$ cat config.mk
export PLATFORM = sky130hd
export DESIGN_NAME = source_tokenizer
export DESIGN_NICKNAME = d
export VERILOG_FILES = /design/src/design/stok_pkg.sv /design/src/design/stok_scan.sv /design/src/design/stok_queue.sv /design/src/design/source_tokenizer.sv
export SDC_FILE = /design/constraint.sdc
export NUM_CORES = 1
export LEC_CHECK = 0
export BUFFER_PORTS_ARGS = -buffer_cell sky130_fd_sc_hd__buf_2
export CELL_PAD_IN_SITES_DETAIL_PLACEMENT = 1
export CELL_PAD_IN_SITES_GLOBAL_PLACEMENT = 1
export CORE_MARGIN = 2
export CORE_UTILIZATION = 27
export DETAILED_ROUTE_END_ITERATION = 10
export PLACE_DENSITY = 0.49
export SYNTH_ARGS = -nofsm -noshare
export SYNTH_HDL_FRONTEND = slang
export SYNTH_HIERARCHICAL = 1
export SYNTH_SLANG_ARGS = --single-unit
$ cat constraint.sdc
create_clock -name clk_i -period 9.75 [get_ports clk_i]
set_clock_uncertainty 0.15 [all_clocks]
set_input_delay 2.4375 -clock clk_i [delete_from_list [all_inputs] [get_ports clk_i]]
set_output_delay 2.4375 -clock clk_i [all_outputs]
set_load 0.05 [all_outputs]
$ cat src/design/stok_pkg.sv
// ----------------------------------------------------------------------------
// stok_pkg
// Types, character codes and keyword tables shared by the tokenizer modules.
// ----------------------------------------------------------------------------
`default_nettype none

package stok_pkg;

  localparam int unsigned OFFSET_W = 24;
  localparam int unsigned LENGTH_W = 16;
  localparam int unsigned LINE_W   = 24;

  typedef enum logic [3:0] {
    TK_END      = 4'd0,
    TK_NAME     = 4'd1,
    TK_FUNCTION = 4'd2,
    TK_RETURN   = 4'd3,
    TK_LPAREN   = 4'd4,
    TK_RPAREN   = 4'd5,
    TK_LBRACE   = 4'd6,
    TK_RBRACE   = 4'd7,
    TK_COMMA    = 4'd8,
    TK_ARROW    = 4'd9
  } token_kind_e;

  typedef enum logic [2:0] {
    MODE_IDLE  = 3'd0,
    MODE_NAME  = 3'd1,
    MODE_SLASH = 3'd2,
    MODE_LINE  = 3'd3,
    MODE_BLOCK = 3'd4,
    MODE_STAR  = 3'd5,
    MODE_EQ    = 3'd6
  } scan_mode_e;

  typedef struct packed {
    token_kind_e         kind;
    logic [OFFSET_W-1:0] offset;
    logic [LENGTH_W-1:0] length;
    logic [LINE_W-1:0]   line;
    logic                last;
  } token_t;

  localparam logic [7:0] CH_TAB    = 8'h09;
  localparam logic [7:0] CH_LF     = 8'h0A;
  localparam logic [7:0] CH_CR     = 8'h0D;
  localparam logic [7:0] CH_SPACE  = 8'h20;
  localparam logic [7:0] CH_LPAREN = 8'h28;
  localparam logic [7:0] CH_RPAREN = 8'h29;
  localparam logic [7:0] CH_STAR   = 8'h2A;
  localparam logic [7:0] CH_COMMA  = 8'h2C;
  localparam logic [7:0] CH_MINUS  = 8'h2D;
  localparam logic [7:0] CH_DOT    = 8'h2E;
  localparam logic [7:0] CH_SLASH  = 8'h2F;
  localparam logic [7:0] CH_EQUALS = 8'h3D;
  localparam logic [7:0] CH_GT     = 8'h3E;
  localparam logic [7:0] CH_UNDER  = 8'h5F;
  localparam logic [7:0] CH_LBRACE = 8'h7B;
  localparam logic [7:0] CH_RBRACE = 8'h7D;

  localparam int unsigned KW_FUNC_LEN = 8;
  localparam int unsigned KW_RET_LEN  = 6;

  function automatic logic [7:0] kw_func_char(input logic [2:0] idx);
    logic [7:0] ch;
    unique case (idx)
      3'd0:    ch = 8'h66; // f
      3'd1:    ch = 8'h75; // u
      3'd2:    ch = 8'h6E; // n
      3'd3:    ch = 8'h63; // c
      3'd4:    ch = 8'h74; // t
      3'd5:    ch = 8'h69; // i
      3'd6:    ch = 8'h6F; // o
      default: ch = 8'h6E; // n
    endcase
    return ch;
  endfunction

  function automatic logic [7:0] kw_ret_char(input logic [2:0] idx);
    logic [7:0] ch;
    unique case (idx)
      3'd0:    ch = 8'h72; // r
      3'd1:    ch = 8'h65; // e
      3'd2:    ch = 8'h74; // t
      3'd3:    ch = 8'h75; // u
      3'd4:    ch = 8'h72; // r
      3'd5:    ch = 8'h6E; // n
      default: ch = 8'h00;
    endcase
    return ch;
  endfunction

  function automatic logic is_name_start(input logic [7:0] c);
    return ((c >= 8'h61) && (c <= 8'h7A)) || ((c >= 8'h41) && (c <= 8'h5A)) ||
           (c == CH_UNDER) || (c == CH_MINUS);
  endfunction

  function automatic logic is_name_part(input logic [7:0] c);
    return is_name_start(c) || ((c >= 8'h30) && (c <= 8'h39)) || (c == CH_DOT);
  endfunction

endpackage

`default_nettype wire

$ cat src/design/stok_scan.sv
// ----------------------------------------------------------------------------
// stok_scan
// Scanner state and token decode: consumes one byte per transfer and yields
// up to two tokens for it.
// ----------------------------------------------------------------------------
`default_nettype none

module stok_scan import stok_pkg::*; #(
  parameter int unsigned POSITION_BITS = 24,
  parameter int unsigned LENGTH_BITS   = 16,
  parameter int unsigned LINE_BITS     = 24
) (
  input  wire logic       clk_i,
  input  wire logic       rst_ni,
  input  wire logic       accept_i,
  input  wire logic [7:0] char_code_i,
  input  wire logic       end_of_text_i,
  output token_t          tok0_o,
  output token_t          tok1_o,
  output logic [1:0]      tok_cnt_o
);

  scan_mode_e mode_q, mode_d;
  logic [POSITION_BITS-1:0] pos_q, pos_d, start_q, start_d;
  logic [LENGTH_BITS-1:0]   len_q, len_d;
  logic [LINE_BITS-1:0]     line_q, line_d;
  logic [1:0]               hits_q, hits_d;

  logic       run_idle;
  logic [1:0] hit_now, hit_first;
  logic       pend_v, idle_v;
  token_t     pend_tok, idle_tok;
  logic [LINE_BITS-1:0]     line_inc;
  logic [LENGTH_BITS-1:0]   len_inc;
  logic [POSITION_BITS-1:0] pos_inc;

  assign line_inc = (line_q == '1) ? line_q : line_q + 1'b1;
  assign len_inc  = (len_q == '1) ? len_q : len_q + 1'b1;
  assign pos_inc  = (pos_q == '1) ? pos_q : pos_q + 1'b1;

  // Keyword tracking against the byte at the current name index.
  assign hit_now[0] = (len_q < LENGTH_BITS'(KW_FUNC_LEN)) &&
                      (char_code_i == kw_func_char(len_q[2:0]));
  assign hit_now[1] = (len_q < LENGTH_BITS'(KW_RET_LEN)) &&
                      (char_code_i == kw_ret_char(len_q[2:0]));
  assign hit_first  = {char_code_i == kw_ret_char(3'd0),
                       char_code_i == kw_func_char(3'd0)};

  // The byte is scanned from idle either directly or after a held token ends.
  always_comb begin
    run_idle = 1'b0;
    if (accept_i && !end_of_text_i) begin
      unique case (mode_q)
        MODE_NAME:  run_idle = !is_name_part(char_code_i);
        MODE_SLASH: run_idle = (char_code_i != CH_SLASH) && (char_code_i != CH_STAR);
        MODE_EQ:    run_idle = (char_code_i != CH_GT);
        MODE_LINE, MODE_BLOCK, MODE_STAR: run_idle = 1'b0;
        default:    run_idle = 1'b1;
      endcase
    end
  end

  // Next state.
  always_comb begin
    mode_d  = mode_q;
    pos_d   = pos_q;
    start_d = start_q;
    len_d   = len_q;
    line_d  = line_q;
    hits_d  = hits_q;
    if (accept_i) begin
      if (end_of_text_i) begin
        mode_d  = MODE_IDLE;
        pos_d   = '0;
        start_d = '0;
        len_d   = '0;
        line_d  = LINE_BITS'(1);
        hits_d  = 2'b11;
      end else begin
        pos_d = pos_inc;
        unique case (mode_q)
          MODE_NAME: begin
            if (!run_idle) begin
              hits_d = hits_q & hit_now;
              len_d  = len_inc;
            end
          end
          MODE_SLASH: begin
            if (char_code_i == CH_SLASH) begin
              mode_d = MODE_LINE;
            end else if (char_code_i == CH_STAR) begin
              mode_d = MODE_BLOCK;
            end
          end
          MODE_EQ: begin
            mode_d = MODE_IDLE;
          end
          MODE_LINE: begin
            if (char_code_i == CH_LF) begin
              line_d = line_inc;
              mode_d = MODE_IDLE;
            end
          end
          MODE_BLOCK, MODE_STAR: begin
            if (char_code_i == CH_SLASH && mode_q == MODE_STAR) begin
              mode_d = MODE_IDLE;
            end else if (char_code_i == CH_STAR) begin
              mode_d = MODE_STAR;
            end else begin
              if (char_code_i == CH_LF) begin
                line_d = line_inc;
              end
              mode_d = MODE_BLOCK;
            end
          end
          default: ;
        endcase
        if (run_idle) begin
          mode_d = MODE_IDLE;
          if (char_code_i == CH_LF) begin
            line_d = line_inc;
          end else if (char_code_i == CH_SLASH) begin
            mode_d  = MODE_SLASH;
            start_d = pos_q;
          end else if (char_code_i == CH_EQUALS) begin
            mode_d  = MODE_EQ;
            start_d = pos_q;
          end else if (is_name_start(char_code_i)) begin
            mode_d  = MODE_NAME;
            start_d = pos_q;
            len_d   = LENGTH_BITS'(1);
            hits_d  = hit_first;
          end
        end
      end
    end
  end

  // Token outputs. Every token of one transfer carries the current line.
  always_comb begin
    pend_v            = 1'b0;
    pend_tok.kind     = TK_END;
    pend_tok.offset   = OFFSET_W'(start_q);
    pend_tok.length   = LENGTH_W'(1);
    pend_tok.line     = LINE_W'(line_q);
    pend_tok.last     = 1'b0;
    idle_v            = 1'b0;
    idle_tok.kind     = TK_END;
    idle_tok.offset   = OFFSET_W'(pos_q);
    idle_tok.length   = LENGTH_W'(1);
    idle_tok.line     = LINE_W'(line_q);
    idle_tok.last     = 1'b1;

    if (accept_i) begin
      // A held name, slash or equals closes when this byte does not extend it.
      if (mode_q == MODE_NAME && (end_of_text_i || run_idle)) begin
        pend_v          = 1'b1;
        pend_tok.length = LENGTH_W'(len_q);
        if (hits_q[0] && len_q == LENGTH_BITS'(KW_FUNC_LEN)) begin
          pend_tok.kind = TK_FUNCTION;
        end else if (hits_q[1] && len_q == LENGTH_BITS'(KW_RET_LEN)) begin
          pend_tok.kind = TK_RETURN;
        end else begin
          pend_tok.kind = TK_NAME;
        end
      end else if ((mode_q == MODE_SLASH || mode_q == MODE_EQ) &&
                   (end_of_text_i || run_idle)) begin
        pend_v = 1'b1;
      end else if (mode_q == MODE_EQ && !end_of_text_i) begin
        pend_v          = 1'b1;
        pend_tok.kind   = TK_ARROW;
        pend_tok.length = LENGTH_W'(2);
      end

      if (end_of_text_i) begin
        idle_v          = 1'b1;
        idle_tok.length = '0;
      end else if (run_idle) begin
        idle_v = 1'b1;
        unique case (char_code_i)
          CH_SPACE, CH_TAB, CH_CR, CH_LF, CH_SLASH, CH_EQUALS: idle_v = 1'b0;
          CH_LPAREN: idle_tok.kind = TK_LPAREN;
          CH_RPAREN: idle_tok.kind = TK_RPAREN;
          CH_LBRACE: idle_tok.kind = TK_LBRACE;
          CH_RBRACE: idle_tok.kind = TK_RBRACE;
          CH_COMMA:  idle_tok.kind = TK_COMMA;
          default:   idle_v = !is_name_start(char_code_i);
        endcase
      end
    end
  end

  // Pack the tokens so that the first one present always leads.
  always_comb begin
    tok1_o        = idle_tok;
    tok0_o        = pend_v ? pend_tok : idle_tok;
    tok0_o.last   = !(pend_v && idle_v);
    tok_cnt_o     = {1'b0, pend_v} + {1'b0, idle_v};
  end

  always_ff @(posedge clk_i or negedge rst_ni) begin
    if (!rst_ni) begin
      mode_q  <= MODE_IDLE;
      pos_q   <= '0;
      start_q <= '0;
      len_q   <= '0;
      line_q  <= LINE_BITS'(1);
      hits_q  <= 2'b11;
    end else begin
      mode_q  <= mode_d;
      pos_q   <= pos_d;
      start_q <= start_d;
      len_q   <= len_d;
      line_q  <= line_d;
      hits_q  <= hits_d;
    end
  end

endmodule

`default_nettype wire

$ cat src/design/stok_queue.sv
// ----------------------------------------------------------------------------
// stok_queue
// Four-entry token queue: takes up to two tokens per cycle, gives one.
// ----------------------------------------------------------------------------
`default_nettype none

module stok_queue import stok_pkg::*; (
  input  wire logic       clk_i,
  input  wire logic       rst_ni,
  input  wire token_t     tok0_i,
  input  wire token_t     tok1_i,
  input  wire logic [1:0] push_cnt_i,
  output logic            room_o,
  output logic            out_valid_o,
  input  wire logic       out_ready_i,
  output token_t          head_o
);

  token_t     entry_q [4];
  logic [1:0] wr_ptr_q, wr_ptr_d, rd_ptr_q, rd_ptr_d;
  logic [2:0] count_q, count_d;
  logic       pop;

  assign pop         = out_valid_o && out_ready_i;
  assign out_valid_o = (count_q != 3'd0);
  assign head_o      = entry_q[rd_ptr_q];
  // Room for the worst case of two tokens from one transfer.
  assign room_o      = (count_q <= 3'd2);

  assign wr_ptr_d = wr_ptr_q + push_cnt_i;
  assign rd_ptr_d = rd_ptr_q + {1'b0, pop};
  assign count_d  = count_q + {1'b0, push_cnt_i} - {2'b00, pop};

  always_ff @(posedge clk_i) begin
    if (push_cnt_i != 2'd0) begin
      entry_q[wr_ptr_q] <= tok0_i;
    end
    if (push_cnt_i == 2'd2) begin
      entry_q[wr_ptr_q + 2'd1] <= tok1_i;
    end
  end

  always_ff @(posedge clk_i or negedge rst_ni) begin
    if (!rst_ni) begin
      wr_ptr_q <= '0;
      rd_ptr_q <= '0;
      count_q  <= '0;
    end else begin
      wr_ptr_q <= wr_ptr_d;
      rd_ptr_q <= rd_ptr_d;
      count_q  <= count_d;
    end
  end

endmodule

`default_nettype wire

$ cat src/design/source_tokenizer.sv
// ----------------------------------------------------------------------------
// source_tokenizer
// Streaming lexical scanner: one source byte per transfer in, tokens out.
// ----------------------------------------------------------------------------
// Tokens are registered in the output queue and presented from its head.
// Throughput: one byte per cycle; the input stalls only while fewer than two
// of the four output queue slots are free.
// Reset: asynchronous; scanner idle, offset 0, line 1, output queue empty.
`default_nettype none

module source_tokenizer import stok_pkg::*; #(
  parameter int unsigned POSITION_BITS = 24,
  parameter int unsigned LENGTH_BITS   = 16,
  parameter int unsigned LINE_BITS     = 24
) (
  input  wire logic                clk_i,
  input  wire logic                rst_ni,
  input  wire logic                in_valid_i,
  output logic                     in_ready_o,
  input  wire logic [7:0]          char_code_i,
  input  wire logic                end_of_text_i,
  output logic                     out_valid_o,
  input  wire logic                out_ready_i,
  output logic [3:0]               token_kind_o,
  output logic [OFFSET_W-1:0]      token_offset_o,
  output logic [LENGTH_W-1:0]      token_length_o,
  output logic [LINE_W-1:0]        token_line_o,
  output logic                     last_of_item_o
);

  token_t     tok0, tok1, head;
  logic [1:0] tok_cnt;
  logic       room;

  assign in_ready_o = room;

  stok_scan #(
    .POSITION_BITS(POSITION_BITS),
    .LENGTH_BITS  (LENGTH_BITS),
    .LINE_BITS    (LINE_BITS)
  ) u_scan (
    .clk_i        (clk_i),
    .rst_ni       (rst_ni),
    .accept_i     (in_valid_i && room),
    .char_code_i  (char_code_i),
    .end_of_text_i(end_of_text_i),
    .tok0_o       (tok0),
    .tok1_o       (tok1),
    .tok_cnt_o    (tok_cnt)
  );

  stok_queue u_queue (
    .clk_i      (clk_i),
    .rst_ni     (rst_ni),
    .tok0_i     (tok0),
    .tok1_i     (tok1),
    .push_cnt_i (tok_cnt),
    .room_o     (room),
    .out_valid_o(out_valid_o),
    .out_ready_i(out_ready_i),
    .head_o     (head)
  );

  assign token_kind_o   = head.kind;
  assign token_offset_o = head.offset;
  assign token_length_o = head.length;
  assign token_line_o   = head.line;
  assign last_of_item_o = head.last;

endmodule

`default_nettype wire

==> results of run 1 <==
==> flip-flops by register name, summed over array words and instances (netlist names) <==
signal and flops:
u_scan/start_q 24, u_scan/pos_q 24, u_scan/len_q 16, u_scan/line_q 24
u_queue/count_q 3, u_queue/entry_q 276, u_scan/mode_q 3, u_scan/hits_q 2
u_queue/rd_ptr_q 2, u_queue/wr_ptr_q 2
==> cell usage after synthesis, drive strengths merged (6+ instances only) <==
| library cell | number | share of area |
|---|---|---|
| xor2 | 16 | 0.0068 |
| a22o | 24 | 0.010 |
| a211oi | 8 | 0.0037 |
| nand4 | 25 | 0.0075 |
| and4 | 9 | 0.0038 |
| a21oi | 35 | 0.0085 |
| mux2i | 14 | 0.0068 |
| a21o | 7 | 0.0025 |
| o21ai | 26 | 0.0068 |
| inv | 27 | 0.0049 |
| dfrtp | 97 | 0.12 |
| or3 | 13 | 0.0039 |
| a31oi | 19 | 0.0057 |
| mux4 | 69 | 0.075 |
| or4 | 12 | 0.0043 |
| ha | 11 | 0.0066 |
| o31ai | 12 | 0.0043 |
| and2 | 24 | 0.0072 |
| and3 | 14 | 0.0042 |
| nand3 | 26 | 0.0063 |
| nor2 | 56 | 0.010 |
| edfxtp | 276 | 0.40 |
| o311ai | 7 | 0.0030 |
| o41ai | 6 | 0.0029 |
| buf | 123 | 0.040 |
| nor2b | 7 | 0.0021 |
| nor3 | 20 | 0.0051 |
| nand2 | 59 | 0.011 |
| nand2b | 6 | 0.0018 |
| nor4 | 14 | 0.0045 |
| mux2 | 301 | 0.17 |
| xnor2 | 19 | 0.0080 |
| clkbuf | 44 | 0.0080 |
==> metrics by stage <==
stage          hold WS [ns]  setup slack (ns)  cells  total power [W]  utilization
5_1_grt               0.358              2.46   2578          0.00596        0.304
6_report              0.345              2.71   2580          0.00570        0.304
3_5_place_dp          0.326              2.14   2499          0.00424        0.287
3_3_place_gp          0.327              2.25   2499          0.00423        0.287
4_1_cts               0.348              2.73   2578          0.00581        0.304
2_1_floorplan         0.310              1.18   1527          0.00364            -
==> path summary, 6_finish.rpt <==
kind / from / slack [ns] / to
setup reg to reg: u_scan/mode_q[0] / 4.74 / u_queue/entry_q[2][2]
hold reg to reg: u_scan/start_q[5] / 0.34 / u_scan/start_q[5]
setup / recovery: char_code_i[5] / 2.71 / u_queue/entry_q[2][2]
min in group asynchronous: rst_ni / 1.68 / u_scan/start_q[11]
hold / removal: u_scan/start_q[5] / 0.34 / u_scan/start_q[5]
max in group asynchronous: rst_ni / 6.34 / u_scan/len_q[5]
==> cell families after synthesis <==
group / share of synthesized area
compound gates: 0.0715
xor+xnor: 0.0148
fa+ha+maj: 0.00760
buf+inv: 0.0526
flops: 0.521
mux: 0.250
other cells: 0.000362
simple gates: 0.0822
==> power by group <==
part | switching (W) | total, W | internal (W)
Clock | 0.000667 | 0.00153 | 0.000863
Sequential | 0.000170 | 0.00210 | 0.00193
Combinational | 0.00145 | 0.00206 | 0.000614
Total | 0.00229 | 0.00570 | 0.00341
==> routing by layer <==
metal | vias to the layer above | track usage | wire length (um)
li1 | 5858 | - | -
met5 | - | 0 | 19
met2 | 206 | 0.243 | 27700
met3 | 64 | 0.0221 | 2170
met1 | 6724 | 0.220 | 29100
met4 | 4 | 0.0324 | 929
==> final cells by class <==
class	instances	share of cell area
flip-flops and latches	376	0.467
multi-input cells	956	0.388
well taps	1030	0.0557
clock buffers	57	0.0502
repair buffers	109	0.0287
clock inverters	22	0.00595
inverters	28	0.00454
diodes	2	0.000216
==> critical path: cells and delay by family <==
| family | cells | cell delay (ns) |
|---|---|---|
| adders and majority gates | 1 | 0.52 |
| buffers and inverters | 5 | 1.71 |
| AOI/OAI and AO/OA | 4 | 1.23 |
| and+or+nand+nor | 2 | 0.85 |
| muxes | 1 | 0.38 |
==> flow_summary.toml, run 1 <==
[sta]
clock.fmax_mhz = 142
post-route-period-util = 0.722
min_period_ns = 7.04
relSlewSlack = 0.176
setup_tns_ns = 0
tightest_slew_ns = 1.24
grt_setup_unrepaired = "no"
setup_viol_count_final = 0
finalHoldViolations = 0
maxSlewViolCount = 0

[cells_and_area]
seqCellArea_um2 = 10800
final_cell_mix = "276 x edfxtp_1, 263 x mux2_2, 95 x dfrtp_1"
nets = 1539
syn2layout_area_growth_pct = 11.6
fill_cells = 8065
fin_area_um2 = 23100
drive_gt1_frac = 0.362
final_common_cell = "edfxtp_1"
multi_input_area_um2 = 8960

[clock_tree]
clock_path_buffers = 3
cts.sinks = 376
clkTransAtPathRegs_ns = 0.06
cts_buffers = 43
ctsHtreeMaxLevel = 2
cts_resized = 0
cts_setup_buffers = 0
clockRootBuffer = "clkbuf_16"
tritoncts = "built"
clk_latency_ns = 0.57
hold_buffers = 0

[power_and_ir_drop]
p_per_area_nw_per_um2 = 246
ir_worst_vdd_v = 0.000155
power.leakage_nw = 8.33

[status]
status = "completed"

[route]
ant_nets = 0
via_per_inst = 4.98
drtIter0Drc = 720
wl_um = 59900
post-route-drc-count = 0
via_count = 12856
first_pass_iters = 7
routedWlPerCell_um = 23.2

[worst_hold_path]
hold_depth = 1
holdCritPathClass = "flip-flop to flip-flop"

[placed_design]
place_congestion = 0.819
place_area_um2 = 21800
dp_hpwl_um = 36500
portBuffers = 83

[worst_setup_path]
crit_type = "primary input to flip-flop"
critical_path.most_common_cell = "buf_4"
rr_worst_depth = 11
path_max_fanout = 45
max_stage_delay_ns = 0.68
crit_slowest_cell = "buf_4"
crit_chain = "buf_2, nor3b_1, o21ai_0, o22ai_1, a21oi_1, o21ai_2, inv_2, buf_4, ha_1, nor4bb_4, buf_4, buf_4, mux2_2"
endpoint_kind = "flip-flop"
startpoint_type = "primary input"
required_ns = 9.90
cp.arrival_ns = 7.19

[grt]
grt_pass1_vias = 13720
track_usage = 0.153
grt_pass1_wl_um = 91100
grt.overflow.total = 0
grt_max_degree = 72
grt_antenna_before_repair = 3

[floorplan]
row_count = 101
core_area_um2 = 75900
die_h_um = 281
die_x_um = 281
ioPinCount = 84
initial_core_util = 0.273
dieArea_um2 = 79000

[synth]
netlist_instances = 1513
synth_edf_count = 276
yosysSeqAreaShare = 0.521
ys_types = 90
synth_area_um2 = 20700
synth_ff_type = "edfxtp_1"
synth.avg_cell_area_um2 = 13.7
ys_ff_latch = 376
yosysWarningCount = 6
synthArstFlopShare = 0.266

[flow_run]
maxCapViolations = 0
(Power assumes the default switching activity.)
==> run 2: changes to the inputs <==
clock period = 6.89 ns   (was 9.75 ns; I/O delays follow)
==> run 2 against run 1 <==
Non-clock buffer count grew 7. Register-to-register slack lost 2.1 ns. Core utilization grew 0.35 points. Largest cell class unchanged.
==> flow_summary.toml, run 2 (synthesis gave the netlist of run 1 again) <==
[cells_and_area]
syn2layout_area_growth_pct = 12.8
multi_input_area_um2 = 8970
nets = 1547
fill_cells = 8062
final_cells = 2588
regMostFlops = "u_queue/entry_q"
final_common_cell = "edfxtp_1"
drive_gt1_frac = 0.372
final_cell_mix = "276 x edfxtp_1, 263 x mux2_2, 95 x dfrtp_1"
seqCellArea_um2 = 10800
largest_register_ffs = 276
n_antenna_cell = 0

[power_and_ir_drop]
ir_worst_vdd_v = 0.000174
power.leakage_nw = 8.46
p_per_area_nw_per_um2 = 351

[clock_tree]
clkTransAtPathRegs_ns = 0.06
ctsHtreeMaxLevel = 2
cts_setup_buffers = 0
clock_path_buffers = 3
cts.sinks = 376
cts_buffers = 44
clockRootBuffer = "clkbuf_16"
hold_buffers = 0
cts_resized = 0
tritoncts = "built"
clk_latency_ns = 0.58

[worst_setup_path]
path_max_fanout = 25
max_stage_delay_ns = 0.82
crit_chain = "buf_2, nor3b_1, o21ai_0, o22ai_1, a21oi_1, o21ai_2, inv_2, ha_1, and4bb_4, buf_4, mux2_2"
cp.arrival_ns = 5.79
required_ns = 7.05
startpoint_type = "primary input"
crit_slowest_cell = "and4bb_4"
crit_type = "primary input to flip-flop"
endpoint_kind = "flip-flop"

[sta]
post-route-period-util = 0.816
setup_tns_ns = 0
maxSlewViolCount = 0
min_period_ns = 5.63
finalHoldViolations = 0
whs_ns = 0.346
setup_viol_count_final = 0
grt_setup_unrepaired = "no"
relSlewSlack = 0.157
clock.fmax_mhz = 178
tightest_slew_ns = 1.26

[worst_hold_path]
holdCritPathClass = "flip-flop to flip-flop"

[placed_design]
dp_cells = 2506
portBuffers = 83
place_congestion = 0.799
dp_hpwl_um = 36700

[floorplan]
die_x_um = 281
die_h_um = 281
dieArea_um2 = 79000
core_area_um2 = 75900
initial_core_util = 0.273
row_count = 101
ioPinCount = 84

[route]
drtIter0Drc = 635
post-route-drc-count = 0
routedWlPerCell_um = 23.3
via_count = 12893
first_pass_iters = 4
ant_nets = 0
via_per_inst = 4.98
wl_um = 60200

[grt]
grt_pass1_vias = 13957
grt.overflow.total = 0
grt_pass1_wl_um = 91900
grt_max_degree = 70
track_usage = 0.154
grt_antenna_before_repair = 4

[flow_run]
maxCapViolations = 0

[status]
status = "completed"
run 2: cell count changes in the layout (fill, tap and decap cells not counted), sizes merged:
cell,change
diode,-2
buf,+7
clkinv,-11
clkbuf,+13
inv,+1
run 2: power by group:
part / leakage, nW / internal, W / switching (W)
clock: 0.703 / 0.00136 / 0.000961
combinational: 3.88 / 0.000892 / 0.00194
sequential: 3.88 / 0.00273 / 0.000329
total: 8.46 / 0.00499 / 0.00323
run 2: area by class of cell:
class | instances | share of cell area
clock inverter | 12 | 0.00385
inverter | 28 | 0.00449
timing repair buffer | 116 | 0.0343
tap | 1030 | 0.0551
sequential | 376 | 0.462
multi-input combinational | 956 | 0.383
clock buffer | 70 | 0.0569
run 2: critical path: cells and delay by family:
kind                       cells  cell delay [ns]
and+or+nand+nor                2             1.39
muxes                          1             0.37
buffers and inverters          3             0.59
adders and majority gates      1             0.45
AOI/OAI and AO/OA              4             1.25
run 2: stage by stage:
| step | utilization | cell area (um^2) | power [W] | setup WS [ns] |
|---|---|---|---|---|
| after floorplan | - | 20800 | 0.00515 | -0.640 |
| after global placement | 0.289 | 22000 | 0.00599 | 0.855 |
| after detailed placement | 0.289 | 22000 | 0.00602 | 0.714 |
| after CTS | 0.308 | 23400 | 0.00840 | 1.31 |
| after global routing | 0.308 | 23400 | 0.00861 | 0.951 |
| final | 0.308 | 23400 | 0.00821 | 1.26 |
run 2: worst paths after layout:
check,start,end,slack (ns),depth (start not counted)
max,char_code_i[5],u_queue/entry_q[3][49],1.26,11
min,u_scan/start_q[4],u_scan/start_q[4],0.35,1
max reg2reg,u_scan/mode_q[2],u_queue/entry_q[3][49],2.64,11
min reg2reg,u_scan/start_q[4],u_scan/start_q[4],0.35,1
max in group asynchronous,rst_ni,u_scan/line_q[19],4.25,2
min in group asynchronous,rst_ni,u_scan/start_q[5],1.04,1
run 2: per-layer routing:
metal	vias up	part of all wire	global-route usage
met5	-	0	0
met4	0	0.014	0.0298
met1	6762	0.47	0.214
met2	222	0.47	0.252
li1	5855	-	-
met3	54	0.037	0.0251
==> run 3: changes to the inputs <==
ABC_AREA = 1   (was default)
PLACE_DENSITY = 0.53   (was 0.49)
clock period = 5.85 ns   (was 6.89 ns; I/O delays follow)
==> run 3 against run 2 <==
Die area up 8.3%. Critical path type is now flip-flop to output port. Clock power up 21%. Largest power group is now combinational cells. Total power up 38%.
==> flow_summary.toml, run 3 <==
[worst_setup_path]
crit_type = "flip-flop to output port"
startpoint_type = "flip-flop"
r2r_slack_ns = 1.30
rr_worst_depth = 15
r2r_start = "u_scan/mode_q[2]"
required_ns = 4.24
cp.arrival_ns = 3.52
cp_num_buf_inv = 2
path_max_fanout = 86
endpoint_kind = "output port"
crit_chain = "buf_4, nor2_1, o21ai_0, buf_2"
max_stage_delay_ns = 0.91
reg2reg_to = "u_queue/entry_q[1][25]"
critical_path.top_delay_family = "buffers and inverters"
crit_slowest_cell = "buf_4"

[synth]
netlist_instances = 2734
synth_area_um2 = 22500
synth.avg_cell_area_um2 = 8.22
yosysWarningCount = 6
ys_ff_latch = 376
yosys-top-cells-area = "edfxtp_1 37%, dfrtp_1 11%, nand2_1 10%"
synth_top_area_share = 0.369
yosys.area.top_type = "edfxtp_1"
ys_types = 54
synthTopCellsByCount = "608 x nand2_1, 347 x o21ai_0, 337 x nor2_1"
synthArstFlopShare = 0.266
yosysSeqAreaShare = 0.480
yosysMostFrequentCell = "nand2_1"
synth_ff_type = "edfxtp_1"
synth_edf_count = 276

[sta]
grt_setup_unrepaired = "no"
setup_tns_ns = 0
setup_viol_count_final = 0
post-route-period-util = 0.877
maxSlewViolCount = 0
finalHoldViolations = 0
relSlewSlack = 0.277
min_period_ns = 5.13
tightest_slew_ns = 1.08
clock.fmax_mhz = 195

[clock_tree]
clkTransAtPathRegs_ns = 0.06
cts.sinks = 376
ctsHtreeMaxLevel = 2
clock_path_buffers = 3
clockRootBuffer = "clkbuf_16"
cts_resized = 0
cts_setup_buffers = 0
cts_buffers = 45
clk_latency_ns = 0.57
hold_buffers = 0
tritoncts = "built"

[power_and_ir_drop]
p_per_area_nw_per_um2 = 457
p_total_w = 0.0113
power.leakage_nw = 8.94
ir_worst_vdd_v = 0.000216

[route]
ant_nets = 0
via_per_inst = 4.94
via_count = 18800
routedWlPerCell_um = 19.9
drtIter0Drc = 1047
wl_um = 75600
first_pass_iters = 5
post-route-drc-count = 0

[floorplan]
dieArea_um2 = 85500
die_x_um = 292
core_area_um2 = 82200
initial_core_util = 0.273
die_h_um = 292
row_count = 105
ioPinCount = 84

[cells_and_area]
syn2layout_area_growth_pct = 10.2
n_antenna_cell = 0
regMostFlops = "u_queue/entry_q"
largest_register_ffs = 276
drive_gt1_frac = 0.135
seqCellArea_um2 = 10800
final_cell_mix = "604 x nand2_1, 347 x o21ai_0, 335 x nor2_1"
multi_input_area_um2 = 9450
nets = 2724
fill_cells = 9832
final_common_cell = "nand2_1"
fin_util = 0.301

[placed_design]
dp_hpwl_um = 50700
place_congestion = 0.849
portBuffers = 83

[status]
status = "completed"

[grt]
grt_pass1_vias = 19530
grt_max_degree = 119
track_usage = 0.177
grt_antenna_before_repair = 2
grt_pass1_wl_um = 118000
grt.overflow.total = 0

[worst_hold_path]
hold_depth = 2
holdCritPathClass = "flip-flop to flip-flop"
min_from = "u_scan/hits_q[1]"
whs_endpoint = "u_scan/hits_q[1]"

[flow_run]
maxCapViolations = 0
run 3: changes by cell type in the layout (fill, tap and decap cells not counted), moves of 108 or more:
cell     previous run  this run
o21ai_1             1       152
o21ai_0            21       347
o21ai_2             3       111
inv_1              26       211
nand2_1            59       604
nor2_1             53       335
mux2_2            263         0
run 3: area by class of cell:
cell class,count,area share
well taps,1070,0.0541
multi-input cells,1927,0.382
inverters,225,0.0344
repair buffers,124,0.0349
clock buffers,67,0.0521
clock inverters,17,0.00662
flip-flops and latches,376,0.436
run 3: worst min-delay path: cells and delay by family (launching register included):
family / cells / cell delay [ns]
flip-flops: 1 / 0.38
AND/OR/NAND/NOR: 1 / 0.08
AO/OA/AOI/OAI: 1 / 0.05
run 3: worst max path at each step:
stage	to	depth (start not counted)	from
after floorplan	u_queue/entry_q[3][0]	19	char_code_i[4]
after global placement	u_queue/entry_q[1][21]	17	char_code_i[2]
after detailed placement	u_queue/entry_q[1][21]	15	char_code_i[1]
after CTS	token_length_o[13]	4	u_queue/rd_ptr_q[0]
after global routing	token_length_o[12]	5	u_queue/rd_ptr_q[0]
final	token_kind_o[0]	4	u_queue/rd_ptr_q[0]
run 3: metal layers:
| layer | share of wire | vias up | GRT usage |
|---|---|---|---|
| met1 | 0.49 | 9377 | 0.250 |
| met3 | 0.032 | 69 | 0.0183 |
| met2 | 0.46 | 300 | 0.292 |
| met4 | 0.017 | 0 | 0.0376 |
| li1 | - | 9054 | - |
| met5 | 0 | - | 0 |
run 3: kinds of logic after synthesis:
| family | synth area share |
|---|---|
| adder cells (fa/ha/maj) | 0.00702 |
| AND/OR/NAND/NOR | 0.222 |
| other | 0.000334 |
| flip-flops | 0.480 |
| buffers and inverters | 0.105 |
| AO/OA/AOI/OAI | 0.174 |
| XOR/XNOR | 0.0117 |
run 3: metrics by stage:
stage / setup slack, ns / cells / hold slack (ns) / cell area (um^2)
5_1_grt: 0.409 / 3806 / 0.378 / 24800
6_report: 0.722 / 3806 / 0.362 / 24800
2_1_floorplan: 0.0271 / 2748 / 0.292 / 22500
4_1_cts: 0.538 / 3806 / 0.358 / 24800
3_3_place_gp: 0.532 / 3722 / 0.338 / 23300
3_5_place_dp: 0.420 / 3722 / 0.343 / 23300
run 3: report_power, final:
group	internal, W	leakage [nW]	switching [W]	total (W)
logic	0.00105	4.29	0.00371	0.00476
clock network	0.00166	0.711	0.00115	0.00281
registers	0.00341	3.93	0.000348	0.00375
total	0.00611	8.94	0.00521	0.0113
